### src/rtl/core/fspv_pkg.sv
`default_nettype none
// ----------------------------------------------------------------------------
// fspv_pkg: shared types and constants of the sine PWM phase voltage block
// Field widths, fixed-point constants, register map and the config bundle.
// ----------------------------------------------------------------------------
package fspv_pkg;

	// default build of the quarter-wave table
	localparam int unsigned SINE_DEPTH_DEF = 256;
	localparam int unsigned TRIG_FRAC_DEF  = 15;

	// field widths
	localparam int unsigned VOLT_W      = 16;
	localparam int unsigned ANGLE_W     = 16;
	localparam int unsigned QUAD_FRAC_W = 14;
	localparam int unsigned PHASE_W     = 18;
	localparam int unsigned U_W         = 19;
	localparam int unsigned LIMIT_W     = 15;

	localparam logic [ANGLE_W-1:0] QUARTER_TURN = 16'h4000;

	// sqrt(3)/2 in Q17
	localparam int unsigned SQRT3_FRAC_W = 17;
	localparam logic [SQRT3_FRAC_W-1:0] SQRT3_HALF_Q17 = 17'd113512;

	// APB register map
	localparam int unsigned PADDR_W = 3;
	localparam int unsigned PDATA_W = 32;
	localparam logic REG_LIMIT = 1'b0;
	localparam logic REG_MODE  = 1'b1;

	localparam logic [LIMIT_W-1:0] LIMIT_RESET    = 15'd12288;
	localparam logic               CENTERED_RESET = 1'b1;

	typedef struct packed {
		logic [LIMIT_W-1:0] supply_limit;
		logic               centered_mode;
	} cfg_t;

endpackage
`default_nettype wire

### src/rtl/core/fspv_park.sv
`default_nettype none
// ----------------------------------------------------------------------------
// fspv_park: inverse Park transform
// Stage 1 forms the four products, stage 2 sums them into alpha and beta.
// ----------------------------------------------------------------------------
module fspv_park #(
	parameter int unsigned TRIG_FRAC_BITS = fspv_pkg::TRIG_FRAC_DEF
) (
	input  logic                               clk,
	input  logic                               arst_n,
	input  logic                               up_valid,
	output logic                               up_ready,
	input  logic signed [TRIG_FRAC_BITS+1:0]   sin_val,
	input  logic signed [TRIG_FRAC_BITS+1:0]   cos_val,
	input  logic signed [fspv_pkg::VOLT_W-1:0] volt_q,
	input  logic signed [fspv_pkg::VOLT_W-1:0] volt_d,
	input  logic                               rev_in,
	output logic                               dn_valid,
	input  logic                               dn_ready,
	output logic signed [TRIG_FRAC_BITS+18:0]  alpha,
	output logic signed [TRIG_FRAC_BITS+18:0]  beta,
	output logic                               rev_out
);
	import fspv_pkg::*;

	localparam int unsigned PROD_W = TRIG_FRAC_BITS + 2 + VOLT_W;
	localparam int unsigned SUM_W  = PROD_W + 1;

	logic                    adv_s1, adv_s2;
	logic                    valid_s1, valid_s2;
	logic signed [PROD_W-1:0] p_cd_s1, p_sq_s1, p_sd_s1, p_cq_s1;
	logic signed [SUM_W-1:0]  alpha_s2, beta_s2;
	logic                    rev_s1, rev_s2;

	assign adv_s2   = !valid_s2 || dn_ready;
	assign adv_s1   = !valid_s1 || adv_s2;
	assign up_ready = adv_s1;

	always_ff @(posedge clk or negedge arst_n) begin
		if (!arst_n) begin
			valid_s1 <= 1'b0;
			valid_s2 <= 1'b0;
		end else begin
			if (adv_s1) begin
				valid_s1 <= up_valid;
			end
			if (adv_s2) begin
				valid_s2 <= valid_s1;
			end
		end
	end

	always_ff @(posedge clk) begin
		if (adv_s1 && up_valid) begin
			p_cd_s1 <= PROD_W'(cos_val) * PROD_W'(volt_d);
			p_sq_s1 <= PROD_W'(sin_val) * PROD_W'(volt_q);
			p_sd_s1 <= PROD_W'(sin_val) * PROD_W'(volt_d);
			p_cq_s1 <= PROD_W'(cos_val) * PROD_W'(volt_q);
			rev_s1  <= rev_in;
		end
		if (adv_s2 && valid_s1) begin
			alpha_s2 <= SUM_W'(p_cd_s1) - SUM_W'(p_sq_s1);
			beta_s2  <= SUM_W'(p_sd_s1) + SUM_W'(p_cq_s1);
			rev_s2   <= rev_s1;
		end
	end

	assign dn_valid = valid_s2;
	assign alpha    = alpha_s2;
	assign beta     = beta_s2;
	assign rev_out  = rev_s2;

endmodule
`default_nettype wire

### config.mk
export PLATFORM = sky130hd
export DESIGN_NAME = fspv_park
export DESIGN_NICKNAME = d
export VERILOG_FILES = /design/src/rtl/core/fspv_pkg.sv /design/src/rtl/core/fspv_park.sv
export SDC_FILE = /design/constraint.sdc
export NUM_CORES = 2
export LEC_CHECK = 0
export BUFFER_PORTS_ARGS = -buffer_cell sky130_fd_sc_hd__buf_2
export CAP_MARGIN = 20
export CORE_MARGIN = 2
export CORE_UTILIZATION = 60
export DETAILED_ROUTE_END_ITERATION = 8
export PLACE_DENSITY = 0.77
export SLEW_MARGIN = 20
export SYNTH_ARGS = -nofsm -noshare
export SYNTH_HDL_FRONTEND = slang
export SYNTH_SLANG_ARGS = --single-unit
### constraint.sdc
create_clock -name clk -period 5.6 [get_ports clk]
set_input_delay 0.28 -clock clk [delete_from_list [all_inputs] [get_ports clk]]
set_output_delay 0.28 -clock clk [all_outputs]
set_load 0.005 [all_outputs]
==> results.json <==
{
  "dieWidth_um": 293.7,
  "layout_min_cycle_time_ps": 5705,
  "critPathRequiredTime_ps": 5950,
  "slew_headroom": 0.3267,
  "rows": 106,
  "maxCapViolations": 0,
  "syn_to_final_growth_pct": 20.48,
  "wl_per_cell_um": 19.30,
  "fmaxAchievable_mhz": 175.3,
  "coreArea_sq_mm": 0.08342,
  "drt_iter0_drc": 2951,
  "insertion_delay_ps": 610,
  "yosysTopAreaCell": "fa_1",
  "fin_ws_ps": -105.4,
  "cts_inserted_buffers": 27,
  "fin_setup_tns_ps": -390.6,
  "htreeDepth": 1,
  "layout-drive-gt1-share": 0.1932,
  "die_y_um": 293.7,
  "min_from": "cos_val[1]",
  "via_per_inst": 5.504,
  "initial_core_util": 0.6034,
  "crit_arrival_ps": 6060,
  "yosys_warnings": 0,
  "synthArstFlopShare": 0.009804,
  "cp-startpoint": "volt_q[2]",
  "dp_hpwl_mm": 106.5,
  "worstSetupEndpointType": "register",
  "finalHoldViolCount": 0,
  "yosysUniqueCellTypes": 64,
  "cts_tree": "yes",
  "cts_root_buf": "clkbuf_16",
  "die-area_sq_mm": 0.08623,
  "layout.nets": 7453,
  "grt_pass1_vias": 40680,
  "synth.area.top_cells": "fa_1 (44%), edfxtp_1 (12%), ha_1 (10%)",
  "ys.flop_type": "edfxtp_1",
  "fin_area_sq_mm": 0.06065,
  "dp_slack_ps": -979.6,
  "worst_setup_path_start_kind": "primary input",
  "synth-edff-count": 202,
  "ys_ff_latch": 204,
  "drc": 0,
  "ant_nets": 0,
  "crit_path_max_fanout": 12,
  "hold_slack_ps": 353.8,
  "synth_area_per_cell_sq_um": 9.692,
  "cts.clk_slew.worst_paths_ps": 70,
  "synth_nets": 6773,
  "grt_pass1_wl_mm": 211.5,
  "io_buffers": 141,
  "rsz0062_at_grt": "yes",
  "seq_area_frac_synth": 0.1215,
  "fin_skew_ps": 27.26,
  "r2r-start": "p_cq_s1[1]",
  "grt_overflow": 0,
  "clock_path_buffers": 3,
  "setup_viol": 8,
  "maxSlewViolCount": 0,
  "globalplace.congestion": 0.9496,
  "place_area_sq_mm": 0.05751,
  "drt_pass1_iterations": 6,
  "min_path_type": "primary input to register",
  "num_vias": 38410,
  "wirelength_mm": 134.7,
  "violations": "negative setup slack",
  "cts.sinks": 204,
  "netlist.area_leader.share": 0.4398,
  "status": "finished, violations left",
  "grt_start_max_net_pins": 134,
  "synthCells": 5194,
  "io_pins": 142,
  "worstMarginPinSlew_ps": 1010,
  "antenna_found_initial": 10,
  "netlist_area_sq_mm": 0.05034,
  "crit_type": "primary input to register",
  "grt_usage": 0.3154,
  "fin_crit_sh": 1.019
}
[per-layer routing]
metal / part of all wire / vias to the layer above / GRT usage / routed length (um)
li1: - / 16980 / - / -
met1: 0.39 / 19400 / 0.4321 / 52160
met2: 0.47 / 1646 / 0.5074 / 62850
met3: 0.086 / 385 / 0.04713 / 11630
met4: 0.059 / 8 / 0.1317 / 8013
met5: 0.00046 / - / 0 / 62
[sequential cells by signal, summed over array words and instances, names as in the netlist]
signal / count
p_sd_s1: 33
alpha: 34
p_cq_s1: 33
rev_s1: 1
p_sq_s1: 33
valid_s1: 1
p_cd_s1: 33
beta: 34
dn_valid: 1
rev_out: 1
[per-stage QoR]
step | utilization | cells
finish | 0.7270 | 6979
global route | 0.7269 | 6977
CTS | 0.7073 | 6901
detailed placement | 0.6894 | 6821
global placement | 0.6894 | 6821
floorplan | - | 5194
[Yosys cell counts, types with 38 or more instances]
library cell  number
a21o_1            69
a21oi_1          132
and2_1           531
clkbuf_1         205
edfxtp_1         202
fa_1            1106
ha_1             402
inv_1           1240
nand2_1          556
nand2b_1          38
nor2_1           124
o21ai_0           79
xnor2_1          154
xor2_1            43
[layout by cell type (no fill, tap or decap), types with 38 or more instances in the layout]
cell      count
inv_1      1216
buf_12       87
nand2b_1     38
ha_1        369
edfxtp_1    202
buf_4       591
xnor2_1     153
a21o_1       69
o21ai_0      63
fa_2         40
nand2_1     543
fa_1       1066
nor2_1      120
xor2_1       42
and2_4       44
buf_6        57
buf_2        89
and2_1      487
a21oi_1     110
[worst max-delay path, cell delays in order]
cell and delay (ps):
buf_6 160, buf_6 170, nand2_1 90, fa_1 520, fa_1 520, fa_1 570, inv_2 40, fa_1 490
fa_1 520, inv_2 40, fa_1 480, inv_2 50, ha_4 220, and3_4 150, buf_6 120, buf_6 100
nand4_1 90, o221ai_2 120, o31a_1 410, a211o_1 370, a21o_1 200, a21o_1 180, xor2_1 150
[worst paths after layout]
| kind | end | slack [ps] | cells after the start |
|---|---|---|---|
| max | p_cq_s1[25] | -110 | 23 |
| min | p_cd_s1[1] | 350 | 4 |
| max reg2reg | beta[27] | 1560 | 10 |
| min reg2reg | rev_out | 420 | 0 |
| max in group asynchronous | valid_s1 | 4930 | 3 |
| min in group asynchronous | dn_valid | 540 | 3 |
[area by class of cell]
class,count,area [sq um]
Multi-Input combinational cell,3541,39850
Inverter,1242,4669
Fill cell,5590,22770
Clock buffer,32,694.4
Tap cell,1080,1351
Clock inverter,17,117.6
Sequential cell,204,6116
Timing Repair Buffer,858,7841
Antenna cell,5,12.51
[kinds of logic (layout without fill, tap and decap cells)]
kind of cell             after synthesis  count (layout)  synth area share
adder cells (fa/ha/maj)             1508            1508            0.5397
other                                  0               5                 0
flip-flops                           204             204            0.1215
XOR/XNOR                             197             197           0.03427
AND/OR/NAND/NOR                     1378            1378            0.1368
AO/OA/AOI/OAI                        458             458           0.05965
buffers and inverters               1449            2149            0.1080
[repair_timing]
| item | 4_1_cts | 5_1_grt |
|---|---|---|
| cloned | 3 | 6 |
| endpoints found under the setup margin | 25 | 35 |
| resized for setup | 101 | 268 |
| hold buffers | 5 | 0 |
| endpoints found under the hold margin | 5 | 0 |
| setup buffers | 26 | 69 |
| pin swaps | 47 | 161 |
Power is left out: the tool's default activity adds up to more than one toggle a clock period on the data nets, which glitch-free logic cannot reach.
