File: config.mk
export PLATFORM = sky130hd
export DESIGN_NAME = fspv_offset
export DESIGN_NICKNAME = d
export VERILOG_FILES = /design/src/rtl/core/fspv_pkg.sv /design/src/rtl/core/fspv_offset.sv
export SDC_FILE = /design/constraint.sdc
export NUM_CORES = 1
export LEC_CHECK = 0
export CAP_MARGIN = 20
export CORE_ASPECT_RATIO = 0.9
export CORE_MARGIN = 2
export CORE_UTILIZATION = 43
export CTS_CLUSTER_SIZE = 25
export DETAILED_ROUTE_END_ITERATION = 16
export DONT_BUFFER_PORTS = 1
export HOLD_SLACK_MARGIN = 0.1
export PLACE_DENSITY = 0.54
export SYNTH_ARGS = -nofsm -noshare
export SYNTH_HDL_FRONTEND = slang
export SYNTH_SLANG_ARGS = --single-unit
File: constraint.sdc
create_clock -name clk -period 6.3 [get_ports clk]
set_input_delay 0.945 -clock clk [delete_from_list [all_inputs] [get_ports clk]]
set_output_delay 0.945 -clock clk [all_outputs]
set_load 0.02 [all_outputs]
File: src/rtl/core/fspv_pkg.sv
`default_nettype none
// ----------------------------------------------------------------------------
// fspv_pkg: shared types and constants of the sine PWM phase voltage block
// Field widths, fixed-point constants, register map and the config bundle.
// ----------------------------------------------------------------------------
package fspv_pkg;

	// default build of the quarter-wave table
	localparam int unsigned SINE_DEPTH_DEF = 256;
	localparam int unsigned TRIG_FRAC_DEF  = 15;

	// field widths
	localparam int unsigned VOLT_W      = 16;
	localparam int unsigned ANGLE_W     = 16;
	localparam int unsigned QUAD_FRAC_W = 14;
	localparam int unsigned PHASE_W     = 18;
	localparam int unsigned U_W         = 19;
	localparam int unsigned LIMIT_W     = 15;

	localparam logic [ANGLE_W-1:0] QUARTER_TURN = 16'h4000;

	// sqrt(3)/2 in Q17
	localparam int unsigned SQRT3_FRAC_W = 17;
	localparam logic [SQRT3_FRAC_W-1:0] SQRT3_HALF_Q17 = 17'd113512;

	// APB register map
	localparam int unsigned PADDR_W = 3;
	localparam int unsigned PDATA_W = 32;
	localparam logic REG_LIMIT = 1'b0;
	localparam logic REG_MODE  = 1'b1;

	localparam logic [LIMIT_W-1:0] LIMIT_RESET    = 15'd12288;
	localparam logic               CENTERED_RESET = 1'b1;

	typedef struct packed {
		logic [LIMIT_W-1:0] supply_limit;
		logic               centered_mode;
	} cfg_t;

endpackage
`default_nettype wire

File: src/rtl/core/fspv_offset.sv
`default_nettype none
// ----------------------------------------------------------------------------
// fspv_offset: phase offset and direction swap
// Stage 1 finds the largest and smallest phase, stage 2 applies the midpoint
// clamp or the minimum shift, swaps b and c on reverse, and holds the result.
// ----------------------------------------------------------------------------
module fspv_offset (
	input  logic                               clk,
	input  logic                               arst_n,
	input  fspv_pkg::cfg_t                     cfg,
	input  logic                               up_valid,
	output logic                               up_ready,
	input  logic signed [fspv_pkg::U_W-1:0]    u_a,
	input  logic signed [fspv_pkg::U_W-1:0]    u_b,
	input  logic signed [fspv_pkg::U_W-1:0]    u_c,
	input  logic                               rev_in,
	output logic                               dn_valid,
	input  logic                               dn_ready,
	output logic signed [fspv_pkg::PHASE_W-1:0] phase_a,
	output logic signed [fspv_pkg::PHASE_W-1:0] phase_b,
	output logic signed [fspv_pkg::PHASE_W-1:0] phase_c
);
	import fspv_pkg::*;

	localparam int unsigned OFS_W = U_W + 2;

	function automatic logic signed [PHASE_W-1:0] shift_phase(
		input logic signed [U_W-1:0] u,
		input logic signed [U_W-1:0] mx,
		input logic signed [U_W-1:0] mn,
		input cfg_t                  c
	);
		logic [OFS_W-1:0] t;
		logic [U_W-1:0]   d;
		t = (OFS_W'(u) <<< 1) + OFS_W'(c.supply_limit) - OFS_W'(mx) - OFS_W'(mn) + OFS_W'(1);
		d = u - mn;
		// halve with rounding half up
		return c.centered_mode ? t[1 +: PHASE_W] : d[PHASE_W-1:0];
	endfunction

	logic                   adv_s1, adv_s2;
	logic                   valid_s1, valid_s2;
	logic signed [U_W-1:0]  mn_ab, mx_ab, mn_next, mx_next;
	logic signed [U_W-1:0]  ua_s1, ub_s1, uc_s1, mn_s1, mx_s1;
	logic                   rev_s1;
	logic signed [PHASE_W-1:0] pa, pb, pc;
	logic signed [PHASE_W-1:0] pa_s2, pb_s2, pc_s2;

	assign adv_s2   = !valid_s2 || dn_ready;
	assign adv_s1   = !valid_s1 || adv_s2;
	assign up_ready = adv_s1;

	always_comb begin
		mn_ab   = (u_b < u_a) ? u_b : u_a;
		mx_ab   = (u_b > u_a) ? u_b : u_a;
		mn_next = (u_c < mn_ab) ? u_c : mn_ab;
		mx_next = (u_c > mx_ab) ? u_c : mx_ab;
	end

	assign pa = shift_phase(ua_s1, mx_s1, mn_s1, cfg);
	assign pb = shift_phase(ub_s1, mx_s1, mn_s1, cfg);
	assign pc = shift_phase(uc_s1, mx_s1, mn_s1, cfg);

	always_ff @(posedge clk or negedge arst_n) begin
		if (!arst_n) begin
			valid_s1 <= 1'b0;
			valid_s2 <= 1'b0;
		end else begin
			if (adv_s1) begin
				valid_s1 <= up_valid;
			end
			if (adv_s2) begin
				valid_s2 <= valid_s1;
			end
		end
	end

	always_ff @(posedge clk) begin
		if (adv_s1 && up_valid) begin
			ua_s1  <= u_a;
			ub_s1  <= u_b;
			uc_s1  <= u_c;
			mn_s1  <= mn_next;
			mx_s1  <= mx_next;
			rev_s1 <= rev_in;
		end
		if (adv_s2 && valid_s1) begin
			pa_s2 <= pa;
			pb_s2 <= rev_s1 ? pc : pb;
			pc_s2 <= rev_s1 ? pb : pc;
		end
	end

	assign dn_valid = valid_s2;
	assign phase_a  = pa_s2;
	assign phase_b  = pb_s2;
	assign phase_c  = pc_s2;

endmodule
`default_nettype wire

==> results.txt, run 1 <==
Status: finished, final reports clean
Leak: 6.40 nW
Met1 usage: 35.1%
Placed Cells incl. Taps: 1739
CP max FO: 14
Syn_nets: 1659
RSZ-0062 raised after global routing: no
Total Power: 6.72 mW
Synth async-reset ratio: 1.34%
Mapped Area: 0.0141 sq mm
Die area: 0.0342 sq mm
Layout cells sized above 1: 4.87%
Hold Vio Cnt, Final: 0
Worst-Skew Late Latency: 0.45 ns
DRT Pass-1 Iters: 5
Worst setup path class: primary input to flip-flop
Number of DRC markers in iteration 0: 714
Tot GR Track Use: 22.8%
Die Ht: 176 um
Post-CTS sizing: 0
Largest net degree at the start of global routing: 77
Synth Instances: 1341
Multi-input gate area: 0.00907 sq mm
Num CTS Buffers: 17
Tmin final: 5.06 ns
ANT cells: 0
Max_slew headroom: 34.8%
Sequential share of the synthesized area: 31.7%
Placed Instance Area: 0.0146 sq mm
Max Cap Viol: 0
Starting Density: 43.9%
Via count of the first global-routing pass: 10100
Setup violation total in the final timing report: 0
Fin cells: 1770
Post-synth EDFFs: 147
Post-synthesis register bit count: 149
Avg Cell Area, Syn: 10.5 sq um
Die width: 195 um
Clock buffer depth: 2
Met3 Use GR: 4.32%
Core area: 0.0320 sq mm
Layout Skew: 0.0210 ns
Area grow syn2layout: 7.14%
Fmax achieved: 198 MHz
WL/cell: 21.5 um
Seq. cell area: 0.00446 sq mm
Slew of the pin with the lowest slew margin: 0.978 ns
Placement row count: 62
Setup bufs post-CTS: 0
Max H-tree Level: 4
Initial antenna violation count: 0
Slew Limit Fails: 0
Met2 global-route usage: 33.0%
Final WS setup: 1.24 ns
Distinct cells, synth: 75
CTS sink count: 149
Power per cell area: 446 mW/mm^2
Hold-fix buffers, CTS: 0
Fillers: 2981
Critical Path AT: 5.25 ns
Worst IR drop on VDD: 0.235 mV
Fin area: 0.0151 sq mm
Reg clk slew, reported paths: 0.06 ns
CP Capture Type: flip-flop
Setup WS pre-CTS: 0.800 ns
CTS tree: built
# IOs: 134
WL final: 38.0 mm
WHS: 0.193 ns
# DRC: 0
Routability cong.: 0.894
Final TNS setup: 0 ns
Synth Flop Type: edfxtp_1
Setup crit start kind: primary input
Grt peak-use layer: met1
Routed Antenna Nets: 0
Nets: 1660
Final core occ: 47.0%
Vias: 10200
Ys Warns: 0
HP Class: primary input to async pin
Critical path required time: 6.49 ns
CTS root buf: clkbuf_16
Dpl hpwl: 31.5 mm
Total grt overflow: 0
IO buf count: 0
Global-route wire length before repair: 58.4 mm
Fin crit share: 80.3%
Average via count per standard cell: 5.75
==> cell usage after synthesis, types with 7 or more instances <==
library cell / count / area, sq um
mux4_2: 10 / 225
edfxtp_1: 147 / 4410
ha_1: 169 / 2110
a21o_1: 38 / 285
and3_1: 14 / 87.6
fa_1: 71 / 1420
clkbuf_1: 12 / 45.0
nor3_1: 28 / 140
inv_1: 114 / 428
nand2_1: 43 / 161
xor2_1: 27 / 236
mux2i_1: 83 / 831
o21a_1: 22 / 165
nand3_1: 21 / 105
xnor2_1: 55 / 482
o21ai_0: 53 / 265
nor2_1: 91 / 342
a21oi_1: 103 / 515
o211ai_1: 8 / 60.1
or3_1: 16 / 100
nand2b_1: 24 / 150
buf_1: 7 / 26.3
nor2b_1: 15 / 93.8
o21ai_1: 10 / 50.1
o21bai_1: 11 / 82.6
nand4_1: 16 / 100
a211oi_1: 18 / 135
a31oi_1: 10 / 62.6
==> cells by family (layout without fill, tap and decap cells) <==
group,after synthesis,after routing,synth area share [%]
XOR/XNOR,82,82,5.10
flip-flops,149,149,31.7
AND/OR/NAND/NOR,293,293,10.4
AO/OA/AOI/OAI,336,336,15.7
multiplexers,99,99,7.99
adder cells (fa/ha/maj),240,240,25.1
buffers and inverters,142,155,3.90
==> final timing paths <==
check                         start           to  slack, ns  cells past startpoint
setup reg to reg           mn_s1[2]  phase_a[17]       1.82                     13
setup / recovery             u_a[4]     mx_s1[0]       1.24                     18
max in group asynchronous    arst_n     valid_s1       6.04                      0
min in group clk           valid_s1     dn_valid       0.49                      1
hold reg to reg            valid_s1     dn_valid       0.49                      1
hold / removal               arst_n     dn_valid       0.19                      0
==> placed cells by master, fill, tap and decap left out, drive strengths merged, types with 14 or more instances in the layout <==
cell,instances
xor2,27
ha,169
inv,118
o21a,22
a211oi,18
nor3,28
edfxtp,147
nand3,21
a21o,38
xnor2,55
or3,16
mux2i,83
nor2,91
nand2b,24
o21ai,63
nand4,16
clkbuf,20
a21oi,105
and3,14
nor2b,15
nand2,43
fa,71
==> critical path, stage by stage <==
cell	delay (ns)
inv_1	0.03
ha_1	0.30
a21o_1	0.16
a21o_1	0.16
a21oi_1	0.18
o211ai_1	0.13
a21oi_2	0.25
xnor2_2	0.14
a31o_2	0.48
mux2i_1	0.41
ha_1	0.31
and3_1	0.16
a221o_1	0.32
a221oi_1	0.33
o221ai_1	0.21
o311ai_2	0.12
buf_4	0.26
mux2_2	0.36
==> report_power, final <==
| part | total, mW | switching [mW] | internal, mW | leakage [nW] |
|---|---|---|---|---|
| combinational | 4.05 | 2.25 | 1.80 | 4.71 |
| clock | 0.929 | 0.427 | 0.502 | 0.250 |
| sequential | 1.74 | 0.298 | 1.44 | 1.43 |
==> area by class of cell <==
| class | instances | share of cell area [%] |
|---|---|---|
| Sequential cell | 149 | 29.6 |
| Multi-Input combinational cell | 1050 | 60.2 |
| Clock buffer | 20 | 2.90 |
| Timing Repair Buffer | 9 | 0.448 |
| Clock inverter | 11 | 0.515 |
| Inverter | 115 | 2.86 |
| Tap cell | 416 | 3.45 |
==> sequential cells by signal, indices dropped and copies added (netlist names) <==
| signal | cells |
|---|---|
| phase_c | 18 |
| phase_b | 18 |
| dn_valid | 1 |
| valid_s1 | 1 |
| mx_s1 | 19 |
| phase_a | 18 |
| rev_s1 | 1 |
| mn_s1 | 19 |
| uc_s1 | 18 |
| ub_s1 | 18 |
| ua_s1 | 18 |
==> metal layers <==
metal | vias up | wire (um)
met5 | - | 0
met4 | 0 | 583
met3 | 31 | 2190
met2 | 270 | 15600
met1 | 4907 | 19700
li1 | 4971 | -
Note: power is estimated with default switching activity, not from simulation.
==> run 2, diff against run 1 <==
==> constraint.sdc (replaced) <==
create_clock -name clk -period 4.9 [get_ports clk]
set_input_delay 0.735 -clock clk [delete_from_list [all_inputs] [get_ports clk]]
set_output_delay 0.735 -clock clk [all_outputs]
set_load 0.02 [all_outputs]
==> results.txt, run 2 (synthesis gave the netlist of run 1 again) <==
Routability cong.: 0.913 (+2.1%)
Core area: 0.0320 sq mm (unchanged)
Placement row count: 62 (unchanged)
Slew of the pin with the lowest slew margin: 0.916 ns (-0.0625 ns)
Post-CTS sizing: 0 (unchanged)
CP Capture Type: flip-flop
Fin crit share: 94.8%
Net Sw Frac: 43.4% (-0.90 points)
CTS tree: built
Max_slew headroom: 38.9% (+4.1 points)
Worst IR drop on VDD: 0.275 mV (+17%)
Nets: 1721 (+3.7%)
Setup crit start kind: primary input
P_int: 5.06 mW (+35%)
Clock share of power: 14.7% (+0.9 points)
Combinational Power Share: 60.3% (about the same)
Die Ht: 176 um (unchanged)
Leak: 6.72 nW (+5.1%)
Fin cells: 1831 (+3.4%)
Most frequent cells in the layout: 169 x ha_1, 147 x edfxtp_1, 114 x inv_1, 103 x a21oi_1, 91 x nor2_1
Final core occ: 48.8% (+1.7 points)
Most common cell after layout, fill and taps aside: ha_1
WL/cell: 21.3 um (-0.56%)
Max Cap Viol: 0 (unchanged)
Num CTS Buffers: 17 (unchanged)
Area grow syn2layout: 11.0%
Worst hold stages: 0
Status: finished, final reports clean
Crit path cell chain: inv_1, ha_1, a21o_1, a21o_1, a21oi_1, o211ai_1, a21oi_2, xnor2_2, buf_4, nor2_1, a21oi_1, ha_1, a21oi_1, nor3_1, a2111oi_0, buf_4, o21ai_0, a21oi_1, nor2_1, o311a_1, buf_12, mux2i_1
Hold Path Sink: ub_s1[4]
WL final: 39.1 mm (+2.9%)
Setup violation total in the final timing report: 0 (unchanged)
Power per cell area: 571 mW/mm^2 (+28%)
Hold Crit Start: u_b[4]
Average via count per standard cell: 5.67 (-1.5%)
Routed Antenna Nets: 0 (unchanged)
Largest net degree at the start of global routing: 62 (-19%)
Worst path bufs/invs: 4 (+2)
Largest regs: mn_s1 (19), mx_s1 (19)
Layout Skew: 0.0146 ns (-0.00640 ns)
Reg2reg path depth: 14 (+1)
ANT cells: 0 (unchanged)
Tot GR Track Use: 23.4% (+0.55 points)
RSZ-0062 raised after global routing: no
Tmin final: 4.65 ns
Global-route wire length before repair: 60.2 mm (+3.0%)
Setup bufs post-CTS: 0 (unchanged)
# DRC: 0 (unchanged)
Slew Limit Fails: 0 (unchanged)
Reg clk slew, reported paths: 0.07 ns (about the same)
Seq pwr share: 25.0% (-0.9 points)
Worst setup path class: primary input to flip-flop
CP max FO: 19 (+5)
DRT Pass-1 Iters: 5 (unchanged)
Total grt overflow: 0 (unchanged)
Dpl hpwl: 32.9 mm (+4.3%)
Placed Cells incl. Taps: 1799 (+3.5%)
Top cell family by delay on the critical path: compound AO/OA/AOI/OAI gates
Clock buffer depth: 2 (unchanged)
P_sw: 3.87 mW (+30%)
Critical R2R Launch: mn_s1[0]
Critical path required time: 5.08 ns (-1.41 ns)
Layout cells sized above 1: 9.12% (+4.2 points)
CTS root buf: clkbuf_16
Starting Density: 43.9% (unchanged)
Via count of the first global-routing pass: 10500 (+3.4%)
Vias: 10400 (+1.9%)
Critical path's most frequent cell: a21oi_1
CTS sink count: 149 (unchanged)
IO buf count: 0 (unchanged)
# IOs: 134 (unchanged)
Crit Reg-Reg Endpoint: phase_b[17]
Crit path from: u_a[8]
Fmax achieved: 215 MHz
HP Class: primary input to flip-flop
Initial antenna violation count: 0 (unchanged)
Hold Vio Cnt, Final: 0 (unchanged)
Max H-tree Level: 4 (unchanged)
Number of DRC markers in iteration 0: 553 (-23%)
Worst R2R Setup Slack: 0.48 ns (-1.34 ns)
Die area: 0.0342 sq mm (unchanged)
Slowest cell delay on critical path: 0.44 ns (-0.04 ns)
CP max stage cell: a2111oi_0
Fillers: 2930 (-1.7%)
Worst-Skew Late Latency: 0.44 ns (about the same)
Die width: 195 um (unchanged)
Critical Path AT: 4.83 ns (-0.42 ns)
Hold-fix buffers, CTS: 1 (+1)
-- run 2: cell count changes in the layout (fill, tap and decap cells not counted), sizes merged --
cell         previous run  this run
buf                     9        69
clkbuf                 20        17
dlygate4sd3             0         1
clkinvlp                1         2
bufinv                  0         2
-- run 2: layout make-up --
cell class | instances | area [sq um] | share of cell area (%)
timing repair buffer | 70 | 553 | 3.54
sequential | 149 | 4460 | 28.6
clock inverter | 14 | 151 | 0.969
inverter | 115 | 432 | 2.76
tap | 416 | 520 | 3.33
clock buffer | 17 | 425 | 2.72
multi-input combinational | 1050 | 9070 | 58.1
-- run 2: worst max path at each step --
stage                      endpoint  depth (start not counted)
after floorplan           mn_s1[11]                         23
after global placement    mn_s1[18]                         22
after detailed placement  mn_s1[17]                         22
after CTS                 mn_s1[17]                         22
after global routing      mx_s1[13]                         20
final                     mn_s1[11]                         22
-- run 2: per-layer routing --
layer	vias to the layer above	GRT usage (%)	part of all wire [%]
met5	-	0	0
met4	0	5.83	1.7
met3	32	5.01	6.1
met2	263	34.6	42
met1	4988	34.8	50
li1	5090	-	-
-- run 2: stage by stage --
stage	TNS, ns	hold slack, ns	setup WS, ns	total power [mW]	instance area (sq um)
floorplan	0	0.439	0.112	6.25	14100
global placement	0	0.439	0.0210	7.51	15000
detailed placement	-5.05	0.439	-0.183	7.58	15000
CTS	0	0.361	0.284	8.93	15600
global route	0	0.359	0.0482	9.65	15600
finish	0	0.382	0.254	8.93	15600
-- run 2: power groups by stage --
stage | registers [mW] | clock network, mW | logic, mW
after detailed placement | 2.26 | 0 | 5.32
after floorplan | 2.19 | 0 | 4.06
final | 2.23 | 1.31 | 5.38
after CTS | 2.24 | 1.34 | 5.36
after global placement | 2.26 | 0 | 5.25
after global routing | 2.26 | 1.39 | 6.01
==> run 3, diff against run 2 <==
==> constraint.sdc (replaced) <==
create_clock -name clk -period 5.2 [get_ports clk]
set_input_delay 0.78 -clock clk [delete_from_list [all_inputs] [get_ports clk]]
set_output_delay 0.78 -clock clk [all_outputs]
set_load 0.02 [all_outputs]
==> results.txt, run 3 (synthesis gave the netlist of run 1 again) <==
Max H-tree Level: 4 (unchanged)
Power per cell area: 544 mW/mm^2 (-4.8%)
Average via count per standard cell: 5.73 (+1.2%)
ANT cells: 0 (unchanged)
CTS root buf: clkbuf_16
WL/cell: 21.5 um (+0.96%)
Combinational Power Share: 59.4% (-0.9 points)
Tot GR Track Use: 23.0% (-0.42 points)
Placement row count: 62 (unchanged)
CP max FO: 37 (+18)
Setup violation total in the final timing report: 0 (unchanged)
CP Capture Type: flip-flop
Routability cong.: 0.881 (-3.5%)
Slowest cell delay on critical path: 0.38 ns (-0.06 ns)
Critical Path AT: 4.91 ns (+0.08 ns)
Post-CTS sizing: 0 (unchanged)
Clock buffer depth: 2 (unchanged)
RSZ-0062 raised after global routing: no
Leak: 6.48 nW (-3.6%)
Number of DRC markers in iteration 0: 826 (+49%)
HP Class: primary input to flip-flop
Area grow syn2layout: 8.36%
WL final: 38.4 mm (-1.8%)
Layout cells sized above 1: 5.93% (-3.2 points)
Placed Instance Area: 0.0146 sq mm (-2.7%)
Most frequent cells in the layout: 169 x ha_1, 147 x edfxtp_1, 114 x inv_1, 103 x a21oi_1, 91 x nor2_1
Most common cell after layout, fill and taps aside: ha_1
Initial antenna violation count: 0 (unchanged)
Starting Density: 43.9% (unchanged)
Layout Skew: 0.0174 ns (+0.00283 ns)
Final TNS setup: 0 ns (unchanged)
# IOs: 134 (unchanged)
Global-route wire length before repair: 58.9 mm (-2.2%)
Max Cap Viol: 0 (unchanged)
Routed Antenna Nets: 0 (unchanged)
Die area: 0.0342 sq mm (unchanged)
Total grt overflow: 0 (unchanged)
Die width: 195 um (unchanged)
Critical path's most frequent cell: a21oi_1
P_int: 4.65 mW (-8.1%)
CTS tree: built
Slew of the pin with the lowest slew margin: 1.03 ns (+0.110 ns)
WHS: 0.420 ns (+0.0378 ns)
CTS sink count: 149 (unchanged)
Worst-Skew Late Latency: 0.45 ns (about the same)
Fin area: 0.0152 sq mm (-2.4%)
Worst IR drop on VDD: 0.286 mV (+4.1%)
Largest net degree at the start of global routing: 63 (+1.6%)
Clock share of power: 15.3% (+0.6 points)
Total Power: 8.30 mW (-7.1%)
Tmin final: 4.74 ns
Num CTS Buffers: 17 (unchanged)
Vias: 10200 (-1.5%)
Nets: 1670 (-3.0%)
Via count of the first global-routing pass: 10200 (-2.3%)
Seq pwr share: 25.3% (+0.3 points)
Core area: 0.0320 sq mm (unchanged)
Net Sw Frac: 44.0% (+0.64 points)
Worst setup path class: primary input to flip-flop
DRT Pass-1 Iters: 5 (unchanged)
P_sw: 3.65 mW (-5.7%)
Crit path cell chain: inv_1, ha_1, a21o_1, a21o_1, a21oi_1, o211ai_1, a21oi_2, xnor2_2, buf_4, nor2_1, a21oi_1, ha_1, a21oi_1, nor3_1, a2111oi_0, o21ai_0, a21oi_1, nor2_1, nand4b_1, o311a_1, buf_4, mux2i_1
Max_slew headroom: 31.5% (-7.4 points)
Hold Vio Cnt, Final: 0 (unchanged)
Setup crit start kind: primary input
Critical path required time: 5.38 ns (+0.30 ns)
Largest regs: mn_s1 (19), mx_s1 (19)
CP max stage cell: buf_4
Die Ht: 176 um (unchanged)
Dpl hpwl: 32.0 mm (-2.6%)
Fin crit share: 91.1%
# DRC: 0 (unchanged)
Status: finished, final reports clean
Slew Limit Fails: 0 (unchanged)
Reg clk slew, reported paths: 0.08 ns (about the same)
IO buf count: 0 (unchanged)
Fmax achieved: 211 MHz
[run 3: cell types whose count changed in the layout (fill, tap and decap cells not counted)]
cell and change:
bufinv_16 -1, clkinv_2 -1, inv_6 +1, buf_12 -2, clkinv_4 -2, buf_4 -49
clkinv_8 +3, inv_8 +3, clkinv_1 -2
[run 3: path summary, 6_finish.rpt]
kind / startpoint / depth (start not counted) / slack, ns / end
max: u_a[8] / 22 / 0.46 / mn_s1[4]
min: u_a[9] / 0 / 0.42 / ua_s1[9]
max reg2reg: mn_s1[0] / 12 / 0.79 / phase_b[15]
min reg2reg: valid_s1 / 1 / 0.48 / dn_valid
max in group asynchronous: arst_n / 1 / 4.50 / valid_s1
min in group asynchronous: arst_n / 1 / 0.57 / dn_valid
[run 3: power by group through the flow]
stage / Clock [mW] / Combinational (mW) / Sequential [mW]
after floorplan: 0 / 3.83 / 2.06
final: 1.27 / 4.93 / 2.10
after global routing: 1.35 / 5.52 / 2.13
after CTS: 1.30 / 4.91 / 2.11
after detailed placement: 0 / 4.87 / 2.13
after global placement: 0 / 4.82 / 2.13
[run 3: metal layers]
metal  routed length, um  global-route usage (%)  up-vias
li1                    -                       -     4998
met1               19400                    34.6     4913
met2               15700                    33.2      269
met3                2570                    4.42       33
met4                 764                    6.76        0
met5                   0                       0        -
[run 3: critical path, delay by kind of cell]
kind | cells | cell delay, ns
AOI/OAI and AO/OA | 11 | 2.20
muxes | 1 | 0.16
and+or+nand+nor | 4 | 0.39
adders and majority gates | 2 | 0.58
buffers and inverters | 3 | 0.66
xor gates and xnor gates | 1 | 0.14
[run 3: cell type report]
type	count	area (sq um)
Clock inverter	15	183
Clock buffer	17	425
Timing Repair Buffer	19	145
Fill cell	2970	16800
Multi-Input combinational cell	1050	9070
Tap cell	416	520
Inverter	115	432
Sequential cell	149	4460
[run 3: stage by stage]
step	std cells	util, %	worst slack (ns)
after floorplan	1341	-	0.367
after global placement	1748	45.7	0.0480
after detailed placement	1748	45.7	0.0145
after CTS	1781	47.6	0.448
after global routing	1781	47.6	0.200
final	1781	47.6	0.465
[run 3: repair_timing]
item	CTS	global route
hold buffers	1	0
setup buffers	0	0
endpoints found under the hold margin	2	0
