[src/rtl/core/fspv_pkg.sv]
`default_nettype none
// ----------------------------------------------------------------------------
// fspv_pkg: shared types and constants of the sine PWM phase voltage block
// Field widths, fixed-point constants, register map and the config bundle.
// ----------------------------------------------------------------------------
package fspv_pkg;

	// default build of the quarter-wave table
	localparam int unsigned SINE_DEPTH_DEF = 256;
	localparam int unsigned TRIG_FRAC_DEF  = 15;

	// field widths
	localparam int unsigned VOLT_W      = 16;
	localparam int unsigned ANGLE_W     = 16;
	localparam int unsigned QUAD_FRAC_W = 14;
	localparam int unsigned PHASE_W     = 18;
	localparam int unsigned U_W         = 19;
	localparam int unsigned LIMIT_W     = 15;

	localparam logic [ANGLE_W-1:0] QUARTER_TURN = 16'h4000;

	// sqrt(3)/2 in Q17
	localparam int unsigned SQRT3_FRAC_W = 17;
	localparam logic [SQRT3_FRAC_W-1:0] SQRT3_HALF_Q17 = 17'd113512;

	// APB register map
	localparam int unsigned PADDR_W = 3;
	localparam int unsigned PDATA_W = 32;
	localparam logic REG_LIMIT = 1'b0;
	localparam logic REG_MODE  = 1'b1;

	localparam logic [LIMIT_W-1:0] LIMIT_RESET    = 15'd12288;
	localparam logic               CENTERED_RESET = 1'b1;

	typedef struct packed {
		logic [LIMIT_W-1:0] supply_limit;
		logic               centered_mode;
	} cfg_t;

endpackage
`default_nettype wire

[src/rtl/core/fspv_clarke.sv]
`default_nettype none
// ----------------------------------------------------------------------------
// fspv_clarke: inverse Clarke transform
// Stage 1 scales alpha and beta, stage 2 combines them into three phases
// and rounds half up to Q10.
// ----------------------------------------------------------------------------
module fspv_clarke #(
	parameter int unsigned TRIG_FRAC_BITS = fspv_pkg::TRIG_FRAC_DEF
) (
	input  logic                             clk,
	input  logic                             arst_n,
	input  logic                             up_valid,
	output logic                             up_ready,
	input  logic signed [TRIG_FRAC_BITS+18:0] alpha,
	input  logic signed [TRIG_FRAC_BITS+18:0] beta,
	input  logic                             rev_in,
	output logic                             dn_valid,
	input  logic                             dn_ready,
	output logic signed [fspv_pkg::U_W-1:0]  u_a,
	output logic signed [fspv_pkg::U_W-1:0]  u_b,
	output logic signed [fspv_pkg::U_W-1:0]  u_c,
	output logic                             rev_out
);
	import fspv_pkg::*;

	localparam int unsigned CL_W = TRIG_FRAC_BITS + 38;
	localparam int unsigned SH   = TRIG_FRAC_BITS + SQRT3_FRAC_W;

	function automatic logic signed [U_W-1:0] round_q10(input logic signed [CL_W-1:0] v);
		logic [CL_W-1:0] r;
		r = v + (CL_W'(1) << (SH - 1));
		return r[SH +: U_W];
	endfunction

	logic                   adv_s1, adv_s2;
	logic                   valid_s1, valid_s2;
	logic signed [CL_W-1:0] a_term_s1, b_term_s1;
	logic signed [U_W-1:0]  ua_s2, ub_s2, uc_s2;
	logic                   rev_s1, rev_s2;

	assign adv_s2   = !valid_s2 || dn_ready;
	assign adv_s1   = !valid_s1 || adv_s2;
	assign up_ready = adv_s1;

	always_ff @(posedge clk or negedge arst_n) begin
		if (!arst_n) begin
			valid_s1 <= 1'b0;
			valid_s2 <= 1'b0;
		end else begin
			if (adv_s1) begin
				valid_s1 <= up_valid;
			end
			if (adv_s2) begin
				valid_s2 <= valid_s1;
			end
		end
	end

	always_ff @(posedge clk) begin
		if (adv_s1 && up_valid) begin
			// alpha/2 term, carried at the Q17 scale of sqrt(3)/2
			a_term_s1 <= CL_W'(alpha) <<< (SQRT3_FRAC_W - 1);
			b_term_s1 <= CL_W'(beta) * CL_W'($signed({1'b0, SQRT3_HALF_Q17}));
			rev_s1    <= rev_in;
		end
		if (adv_s2 && valid_s1) begin
			ua_s2  <= round_q10(a_term_s1 <<< 1);
			ub_s2  <= round_q10(b_term_s1 - a_term_s1);
			uc_s2  <= round_q10(-a_term_s1 - b_term_s1);
			rev_s2 <= rev_s1;
		end
	end

	assign dn_valid = valid_s2;
	assign u_a      = ua_s2;
	assign u_b      = ub_s2;
	assign u_c      = uc_s2;
	assign rev_out  = rev_s2;

endmodule
`default_nettype wire

[config.mk]
export PLATFORM = sky130hd
export DESIGN_NAME = fspv_clarke
export DESIGN_NICKNAME = d
export VERILOG_FILES = /design/src/rtl/core/fspv_pkg.sv /design/src/rtl/core/fspv_clarke.sv
export SDC_FILE = /design/constraint.sdc
export NUM_CORES = 1
export LEC_CHECK = 0
export ABC_AREA = 1
export BUFFER_PORTS_ARGS = -buffer_cell sky130_fd_sc_hd__buf_2
export CAP_MARGIN = 0
export CORE_MARGIN = 2
export CORE_UTILIZATION = 35
export CTS_CLUSTER_SIZE = 24
export DETAILED_ROUTE_END_ITERATION = 12
export PLACE_DENSITY = 0.47
export SYNTH_ARGS = -nofsm -noshare
export SYNTH_HDL_FRONTEND = slang
export SYNTH_SLANG_ARGS = --single-unit
[constraint.sdc]
create_clock -name clk -period 11.4 [get_ports clk]
set_input_delay 1.14 -clock clk [delete_from_list [all_inputs] [get_ports clk]]
set_output_delay 1.14 -clock clk [all_outputs]
set_load 0.005 [all_outputs]
==> impl_metrics.env, run 1 <==
export IMPL_crit_type="in -> reg"
export IMPL_synth_top_family_by_area="adder cells"
export IMPL_vias_per_cell=4.33
export IMPL_dp_hpwl_um=67800
export IMPL_rsz0062_at_grt="false"
export IMPL_layout_drive_gt1_share_pct=5.16
export IMPL_grt_ovfl_total=0
export IMPL_drt_iter0_drc=843
export IMPL_synthToLayoutAreaGrowth_pct=9.66
export IMPL_cts_root_buf="clkbuf_16"
export IMPL_final_nets=4428
export IMPL_synth_fp_nets=4275
export IMPL_r2r_slack_ns=8.42
export IMPL_rr_worst_depth=13
export IMPL_finalSetupViolations=0
export IMPL_port_buffer_count=132
export IMPL_gp_congestion=0.917
export IMPL_synthAdderAreaFrac_pct=35.8
export IMPL_clk_pin_slew_worst_paths_ns=0.07
export IMPL_cts_sinks=143
export IMPL_ys_seq_elements=143
export IMPL_grt_total_usage_pct=20.7
export IMPL_cts_resized=0
export IMPL_maxCapViolCount=0
export IMPL_ys_flop_type="edfxtp_1"
export IMPL_wl_per_cell_um=15.7
export IMPL_async_flop_share_pct=1.40
export IMPL_drt_total_wl_um=74400
export IMPL_cts_buffers=17
export IMPL_dieWidth_um=272
export IMPL_fp_row_count=98
export IMPL_grt_start_max_net_pins=63
export IMPL_synth_avg_cell_area_um2=6.94
export IMPL_period_share_pct=52.2
export IMPL_coreArea_um2=71400
export IMPL_htree_levels=4
export IMPL_muxShareOfSynthArea_pct=0
export IMPL_whs_path_depth=0
export IMPL_ys_top_cells_by_area="fa_1 (20%), nand2_1 (18%), edfxtp_1 (17%)"
export IMPL_worstMarginPinSlew_ns=0.827
export IMPL_clock_fmax_mhz=168
export IMPL_reg2reg_from="b_term_s1[43]$_DFFE_PP_"
export IMPL_io_pins=133
export IMPL_slew_viol_final=0
export IMPL_slew_headroom_pct=44.8
export IMPL_status="complete, no violations"
export IMPL_cts_hold_fix_buffers=0
export IMPL_first_global_vias=21400
export IMPL_synth_edf_count=141
export IMPL_start_util_pct=35.3
export IMPL_synth_compound_area_share_pct=2.30
export IMPL_hold_end="rev_out$_DFFE_PP_"
export IMPL_ys_warn_count=0
export IMPL_synth_most_common_cell="nand2_1"
export IMPL_synth_cells=3630
export IMPL_vias=20600
export IMPL_cp_end_kind="flop"
export IMPL_worstPathMaxFanout=16
export IMPL_final_antenna_net_count=0
export IMPL_cts_setup_buffers=0
export IMPL_arrival_ns=6.17
export IMPL_min_period_ns=5.95
export IMPL_synthXorXnorAreaFrac_pct=2.68
export IMPL_drc=0
export IMPL_synth_area_um2=25200
export IMPL_die_area_um2=74200
export IMPL_die_h_um=272
export IMPL_worstPathRequired_ns=11.62
export IMPL_yosysSeqAreaShare_pct=17.0
export IMPL_yosys_area_top_type="fa_1"
export IMPL_critPathLaunchType="input port"
export IMPL_crit_start="beta[33]"
export IMPL_synth_top_cell_area_share_pct=19.9
export IMPL_fin_skew_ns=0.00909
export IMPL_grt_pass1_wl_um=117000
export IMPL_insertion_delay_ns=0.47
export IMPL_firstDrtPassIters=5
export IMPL_synthSimpleGateAreaFrac_pct=26.0
export IMPL_hp_class="reg -> reg"
export IMPL_clockBufferDepth=2
export IMPL_timing_rr_end="u_b[16]$_DFFE_PP_"
export IMPL_antenna_found_initial=1
export IMPL_tns_ns=0
export IMPL_synth_cell_type_count=28
export IMPL_diodes=0
export IMPL_synth_cells_most_frequent="nand2_1 (1217), inv_1 (1087), ha_1 (322)"
export IMPL_hp_start="rev_s1$_DFFE_PP_"
export IMPL_nFillCells=7843
export IMPL_hold_viol=0
export IMPL_cts_tree="yes"
worst max path at each step:
| stage | cells past startpoint | slack (ns) | end |
|---|---|---|---|
| floorplan | 20 | 5.78 | b_term_s1[46]$_DFFE_PP_ |
| global placement | 18 | 4.91 | b_term_s1[49]$_DFFE_PP_ |
| detailed placement | 20 | 4.89 | b_term_s1[49]$_DFFE_PP_ |
| CTS | 18 | 5.43 | b_term_s1[49]$_DFFE_PP_ |
| global route | 20 | 5.15 | b_term_s1[49]$_DFFE_PP_ |
| finish | 20 | 5.45 | b_term_s1[49]$_DFFE_PP_ |
layout make-up:
cell class | instances | area [um^2] | share of cell area, %
clock inverter | 15 | 133 | 0.480
timing repair buffer | 134 | 676 | 2.44
multi-input combinational | 2398 | 16800 | 60.9
clock buffer | 17 | 425 | 1.54
tap | 950 | 1190 | 4.30
sequential | 143 | 4280 | 15.5
inverter | 1089 | 4090 | 14.8
kinds of logic after synthesis:
logic type / count (synthesis)
compound gates: 107
xor+xnor: 77
fa+ha+maj: 572
buf+inv: 1089
flops: 143
simple gates: 1642
per-layer routing:
metal | wire length (um) | GRT usage, %
met2 | 37300 | 37.8
met4 | 2130 | 6.68
met1 | 33400 | 25.6
met3 | 1590 | 1.66
met5 | 0 | 0
worst max-delay path, cell delays in order:
cell and delay, ns:
buf_2 0.36, ha_1 0.38, inv_1 0.15, fa_1 0.42, fa_1 0.49, inv_1 0.05
fa_1 0.53, inv_1 0.05, fa_1 0.53, inv_1 0.05, fa_1 0.49, inv_1 0.04
ha_1 0.37, nand2_1 0.12, nor2_1 0.22, nand2_1 0.14, nor2_1 0.18, nand3_1 0.22
nand4_1 0.16, nand2_1 0.06
cells in the final DEF, fill, tap and decap left out, drive strengths merged:
master / netlist / routed
nand2: 1220 / 1220
nor2: 248 / 248
buf: 0 / 134
dfrtp: 2 / 2
clkinv: 0 / 9
or2: 2 / 2
nor3: 17 / 17
edfxtp: 141 / 141
clkbuf: 0 / 17
o21ai: 15 / 15
nor4: 2 / 2
o21bai: 11 / 11
a21o: 5 / 5
xnor2: 16 / 16
inv: 1089 / 1094
a21oi: 73 / 73
fa: 250 / 250
nand3b: 3 / 3
nand4: 41 / 41
xor2: 61 / 61
a31oi: 3 / 3
nand3: 106 / 106
clkinvlp: 0 / 1
ha: 322 / 322
and2: 3 / 3
metrics by stage:
step,instance area [um^2],std cells,hold slack (ns),util [%],worst slack [ns]
floorplan,25200,3630,0.400,-,5.78
global placement,27100,4714,0.402,37.9,4.91
detailed placement,27100,4714,0.405,37.9,4.89
CTS,27600,4746,0.407,38.7,5.43
global route,27600,4746,0.425,38.7,5.15
finish,27600,4746,0.420,38.7,5.45
state kept, by name, summed over array words and instances, names as in the netlist:
name and count:
b_term_s1 48, u_a 19, rev_s1 1, u_b 19, dn_valid 1, rev_out 1
a_term_s1 34, u_c 19, valid_s1 1
Power of run 1 is not shown: default switching activity piles up to over one toggle a cycle in this logic, so the estimate is an artifact.
==> inputs of run 2 (changes only) <==
--- a/config.mk
+++ b/config.mk
@@ -12,7 +12,7 @@
 export CORE_UTILIZATION = 35
 export CTS_CLUSTER_SIZE = 24
 export DETAILED_ROUTE_END_ITERATION = 12
-export PLACE_DENSITY = 0.47
+export PLACE_DENSITY = 0.48
 export SYNTH_ARGS = -nofsm -noshare
 export SYNTH_HDL_FRONTEND = slang
 export SYNTH_SLANG_ARGS = --single-unit
==> constraint.sdc (replaced) <==
create_clock -name clk -period 5.4 [get_ports clk]
set_input_delay 0.54 -clock clk [delete_from_list [all_inputs] [get_ports clk]]
set_output_delay 0.54 -clock clk [all_outputs]
set_load 0.005 [all_outputs]
==> run 2 against run 1 <==
Utilization up 1.8 points. Die area unchanged. Sequential share of layout area down 0.68 points. Register-to-register slack worse by 6.0 ns. Cell count rose by 3.3%. Worst hold slack got worse by 0.17 ns. First-iteration DRC count is 4.2% higher. Via count up 3.7%.
==> impl_metrics.env, run 2 (synthesis results as in run 1) <==
export IMPL_status="complete, no violations"
export IMPL_final_nets=4586
export IMPL_reg2reg_from="b_term_s1[43]$_DFFE_PP_"
export IMPL_die_h_um=272
export IMPL_port_buffer_count=132
export IMPL_start_util_pct=35.3
export IMPL_cts_sinks=143
export IMPL_crit_type="in -> reg"
export IMPL_final_cell_area_um2=28900
export IMPL_cp_num_buf_inv=5
export IMPL_hold_end="a_term_s1[37]$_DFFE_PP_"
export IMPL_seq_area_um2=4280
export IMPL_nFillCells=7770
export IMPL_worstPathMaxFanout=4
export IMPL_rr_worst_depth=13
export IMPL_clk_pin_slew_worst_paths_ns=0.07
export IMPL_grt_pass1_wl_um=117000
export IMPL_min_period_ns=5.02
export IMPL_drt_total_wl_um=73800
export IMPL_grt_ovfl_total=0
export IMPL_first_global_vias=21800
export IMPL_slew_viol_final=0
export IMPL_cp_end_kind="flop"
export IMPL_coreArea_um2=71400
export IMPL_vias_per_cell=4.35
export IMPL_whs_path_depth=1
export IMPL_wl_per_cell_um=15.0
export IMPL_setup_slack_ns=0.381
export IMPL_worstMarginPinSlew_ns=0.816
export IMPL_gp_congestion=0.933
export IMPL_die_area_um2=74200
export IMPL_crit_chain="buf_2 > ha_1 > fa_1 > fa_1 > fa_1 > fa_1 > inv_1 > fa_1 > inv_1 > ha_1 > nand2_1 > buf_4 > nor2_1 > buf_4 > nand2_1 > nor2_1 > nand3_1 > nand4_1 > nand2_1"
export IMPL_slowest_delay_ns=0.56
export IMPL_cts_tree="yes"
export IMPL_finalSetupViolations=0
export IMPL_r2r_slack_ns=2.43
export IMPL_drc=0
export IMPL_maxCapViolCount=0
export IMPL_final_common_cell="nand2_1"
export IMPL_firstDrtPassIters=8
export IMPL_fin_skew_ns=0.0171
export IMPL_reg_top3="b_term_s1 (48), a_term_s1 (34)"
export IMPL_place_area_um2=28300
export IMPL_final_util_pct=40.5
export IMPL_synthToLayoutAreaGrowth_pct=14.7
export IMPL_hold_viol=0
export IMPL_cts_resized=0
export IMPL_layout_drive_gt1_share_pct=8.95
export IMPL_drt_iter0_drc=878
export IMPL_multiInputGateArea_um2=16800
export IMPL_largest_reg_flops=48
export IMPL_htree_levels=4
export IMPL_hp_start="alpha[21]"
export IMPL_tns_ns=0
export IMPL_dp_hpwl_um=67300
export IMPL_clock_fmax_mhz=199
export IMPL_grt_total_usage_pct=20.6
export IMPL_io_pins=133
export IMPL_critPathLaunchType="input port"
export IMPL_period_share_pct=92.9
export IMPL_arrival_ns=5.24
export IMPL_clockBufferDepth=2
export IMPL_layout_common_cells="nand2_1 (1217), inv_1 (1086), ha_1 (322), fa_1 (250), nor2_1 (230)"
export IMPL_antenna_found_initial=0
export IMPL_slew_headroom_pct=45.6
export IMPL_crit_top_cell="fa_1"
export IMPL_timing_rr_end="u_b[16]$_DFFE_PP_"
export IMPL_fp_row_count=98
export IMPL_dieWidth_um=272
export IMPL_cts_root_buf="clkbuf_16"
export IMPL_vias=21300
export IMPL_grt_start_max_net_pins=59
export IMPL_cp_top_family="adder cells"
export IMPL_diodes=0
export IMPL_rsz0062_at_grt="false"
export IMPL_cts_buffers=17
export IMPL_insertion_delay_ns=0.47
export IMPL_final_antenna_net_count=0
export IMPL_dp_slack_ns=-0.125
export IMPL_worstPathRequired_ns=5.62
export IMPL_regMostFlops="b_term_s1"
export IMPL_hp_class="in -> reg"
export IMPL_slowest_stage="fa_1"
run 2: worst max path at each step:
stage | end | slack, ns | startpoint | depth (start not counted)
floorplan | b_term_s1[46]$_DFFE_PP_ | 0.38 | beta[32] | 20
global route | b_term_s1[46]$_DFFE_PP_ | 0.08 | beta[9] | 19
finish | b_term_s1[46]$_DFFE_PP_ | 0.38 | beta[7] | 19
global placement | b_term_s1[49]$_DFFE_PP_ | -0.13 | beta[27] | 19
CTS | b_term_s1[49]$_DFFE_PP_ | 0.40 | beta[20] | 20
detailed placement | b_term_s1[49]$_DFFE_PP_ | -0.12 | beta[26] | 21
run 2: metrics by stage:
stage / hold slack [ns] / cells
floorplan: 0.244 / 3630
global placement: 0.327 / 4871
detailed placement: 0.328 / 4871
CTS: 0.216 / 4904
global route: 0.224 / 4904
finish: 0.246 / 4904
run 2: area by class of cell:
type / instances / area share, %
flip-flops and latches: 143 / 14.8
repair buffers: 292 / 6.45
inverters: 1089 / 14.1
well taps: 950 / 4.11
clock buffers: 17 / 1.47
multi-input cells: 2398 / 58.3
clock inverters: 15 / 0.706
run 2: worst reg2reg max path, cell delays in order, from the launching register on:
cell,delay [ns]
edfxtp_1,0.54
inv_1,0.09
ha_1,0.30
inv_1,0.04
ha_1,0.47
nand2_1,0.15
nor2_1,0.15
inv_1,0.11
nor2_1,0.28
nand2_1,0.12
nor2_1,0.10
nand2_1,0.14
nand4_1,0.14
nand2_1,0.07
run 2: metal layers:
| metal | GRT usage, % | vias to the layer above | wire [um] |
|---|---|---|---|
| li1 | - | 11200 | - |
| met1 | 25.2 | 9753 | 33000 |
| met2 | 38.2 | 257 | 37400 |
| met3 | 1.38 | 74 | 1360 |
| met4 | 6.32 | 0 | 2030 |
| met5 | 0 | - | 0 |
run 2: timing repair:
| action | CTS | global route |
|---|---|---|
| endpoints found under the hold margin | 2 | 0 |
| hold buffers | 1 | 0 |
| buffers inserted | 0 | 0 |
Power of run 2 is left out for the same reason.
==> inputs of run 3 (changes only) <==
--- a/config.mk
+++ b/config.mk
@@ -12,7 +12,7 @@
 export CORE_UTILIZATION = 35
 export CTS_CLUSTER_SIZE = 24
 export DETAILED_ROUTE_END_ITERATION = 12
-export PLACE_DENSITY = 0.48
+export PLACE_DENSITY = 0.47
 export SYNTH_ARGS = -nofsm -noshare
 export SYNTH_HDL_FRONTEND = slang
 export SYNTH_SLANG_ARGS = --single-unit
==> constraint.sdc (replaced) <==
create_clock -name clk -period 5.3 [get_ports clk]
set_input_delay 0.53 -clock clk [delete_from_list [all_inputs] [get_ports clk]]
set_output_delay 0.53 -clock clk [all_outputs]
set_load 0.005 [all_outputs]
==> run 3 against run 2 <==
Cell area grew 1.5%. Flip-flop and latch count unchanged. Clock skew grew 0.0035 ns. Wire length rose by 0.32%. Cell count increased by 1.1%. Setup slack got worse by 0.11 ns. Critical path type unchanged.
==> impl_metrics.env, run 3 (synthesis results as in run 1) <==
export IMPL_clock_fmax_mhz=199
export IMPL_largest_reg_flops=48
export IMPL_fp_row_count=98
export IMPL_slew_headroom_pct=46.4
export IMPL_hp_class="in -> reg"
export IMPL_start_util_pct=35.3
export IMPL_firstDrtPassIters=6
export IMPL_dp_hpwl_um=67600
export IMPL_layout_common_cells="nand2_1 (1217), inv_1 (1086), ha_1 (322), fa_1 (250), nor2_1 (228)"
export IMPL_clk_pin_slew_worst_paths_ns=0.07
export IMPL_vias_per_cell=4.29
export IMPL_worstPathRequired_ns=5.51
export IMPL_drc=0
export IMPL_synthToLayoutAreaGrowth_pct=16.4
export IMPL_die_h_um=272
export IMPL_io_pins=133
export IMPL_coreArea_um2=71400
export IMPL_period_share_pct=94.9
export IMPL_cts_sinks=143
export IMPL_final_cell_area_um2=29300
export IMPL_insertion_delay_ns=0.48
export IMPL_cp_end_kind="flop"
export IMPL_nFillCells=7756
export IMPL_antenna_found_initial=1
export IMPL_diodes=0
export IMPL_cts_tree="yes"
export IMPL_fin_skew_ns=0.0206
export IMPL_finalSetupViolations=0
export IMPL_final_nets=4642
export IMPL_hp_start="alpha[18]"
export IMPL_crit_start="beta[27]"
export IMPL_wl_per_cell_um=14.9
export IMPL_status="complete, no violations"
export IMPL_regMostFlops="b_term_s1"
export IMPL_rsz0062_at_grt="false"
export IMPL_cts_buffers=17
export IMPL_port_buffer_count=132
export IMPL_min_period_ns=5.03
export IMPL_die_area_um2=74200
export IMPL_worstMarginPinSlew_ns=0.804
export IMPL_cts_setup_buffers=0
export IMPL_final_common_cell="nand2_1"
export IMPL_grt_ovfl_total=0
export IMPL_final_antenna_net_count=0
export IMPL_maxCapViolCount=0
export IMPL_dieWidth_um=272
export IMPL_arrival_ns=5.24
export IMPL_worstPathMaxFanout=4
export IMPL_cts_root_buf="clkbuf_16"
export IMPL_grt_total_usage_pct=20.7
export IMPL_crit_type="in -> reg"
export IMPL_critPathLaunchType="input port"
export IMPL_vias=21300
export IMPL_grt_pass1_wl_um=118000
export IMPL_htree_levels=4
export IMPL_hold_viol=0
export IMPL_gp_congestion=0.917
export IMPL_first_global_vias=22000
export IMPL_place_area_um2=28700
export IMPL_layout_drive_gt1_share_pct=10.3
export IMPL_clockBufferDepth=2
export IMPL_slew_viol_final=0
export IMPL_drt_iter0_drc=886
export IMPL_grt_start_max_net_pins=59
export IMPL_reg_top3="b_term_s1 (48), a_term_s1 (34)"
export IMPL_drt_total_wl_um=74000
export IMPL_reg2reg_from="b_term_s1[43]$_DFFE_PP_"
## run 3: cell count changes in the layout (fill, tap and decap cells not counted)
cell / change
buf_4: +56
inv_8: +1
xnor2_2: +1
inv_6: -1
clkinvlp_4: -1
nor2_2: +2
nor2_1: -2
clkinv_2: +1
xnor2_1: -1
## run 3: worst paths after layout
kind / to / slack (ns) / cells past startpoint
worst min register to register: rev_out$_DFFE_PP_ / 0.42 / 0
worst max register to register: u_b[16]$_DFFE_PP_ / 2.28 / 13
worst min-delay path: a_term_s1[34]$_DFFE_PP_ / 0.23 / 1
worst max-delay path: b_term_s1[49]$_DFFE_PP_ / 0.27 / 21
max in group asynchronous: dn_valid$_DFFE_PN0P_ / 4.83 / 2
min in group asynchronous: valid_s1$_DFFE_PN0N_ / 0.38 / 2
## run 3: repair_timing
action,in CTS,in global routing
hold buffers,1,0
endpoints found under the setup margin,0,3
hold endpoints to repair,2,0
gates resized for setup,0,3
## run 3: metrics by stage
stage	TNS [ns]	setup slack [ns]	utilization (%)	hold slack, ns	cells
after floorplan	0	0.292	-	0.234	3630
after global placement	-2.71	-0.297	40.2	0.317	4927
after detailed placement	-3.51	-0.297	40.2	0.317	4927
after CTS	0	0.215	41.1	0.199	4960
after global routing	0	0.00782	41.1	0.209	4960
final	0	0.271	41.1	0.232	4960
## run 3: area by class of cell
cell class / count / area [um^2] / share of cell area (%)
clock inverter: 15 / 204 / 0.695
sequential: 143 / 4280 / 14.6
multi-input combinational: 2398 / 16900 / 57.5
tap: 950 / 1190 / 4.05
inverter: 1089 / 4090 / 13.9
clock buffer: 17 / 425 / 1.45
timing repair buffer: 348 / 2280 / 7.79
## run 3: routing by layer
| layer | routed length (um) | up-vias | track usage [%] |
|---|---|---|---|
| li1 | - | 11400 | - |
| met4 | 2130 | 0 | 6.32 |
| met2 | 37300 | 251 | 38.3 |
| met3 | 1360 | 80 | 1.58 |
| met1 | 33200 | 9601 | 25.4 |
| met5 | 0 | - | 0 |
## run 3: critical path, cell delays in order
cell     delay [ns]
buf_2          0.13
ha_1           0.27
inv_1          0.07
fa_1           0.53
inv_1          0.06
fa_1           0.53
inv_1          0.05
fa_1           0.53
inv_1          0.05
fa_1           0.53
inv_1          0.05
fa_1           0.49
inv_1          0.04
ha_1           0.32
nand2_1        0.11
nor2_1         0.23
nand2_1        0.13
nor2_1         0.19
nand3_1        0.16
nand4_1        0.13
nand2_1        0.10
Power of run 3 is left out for the same reason.
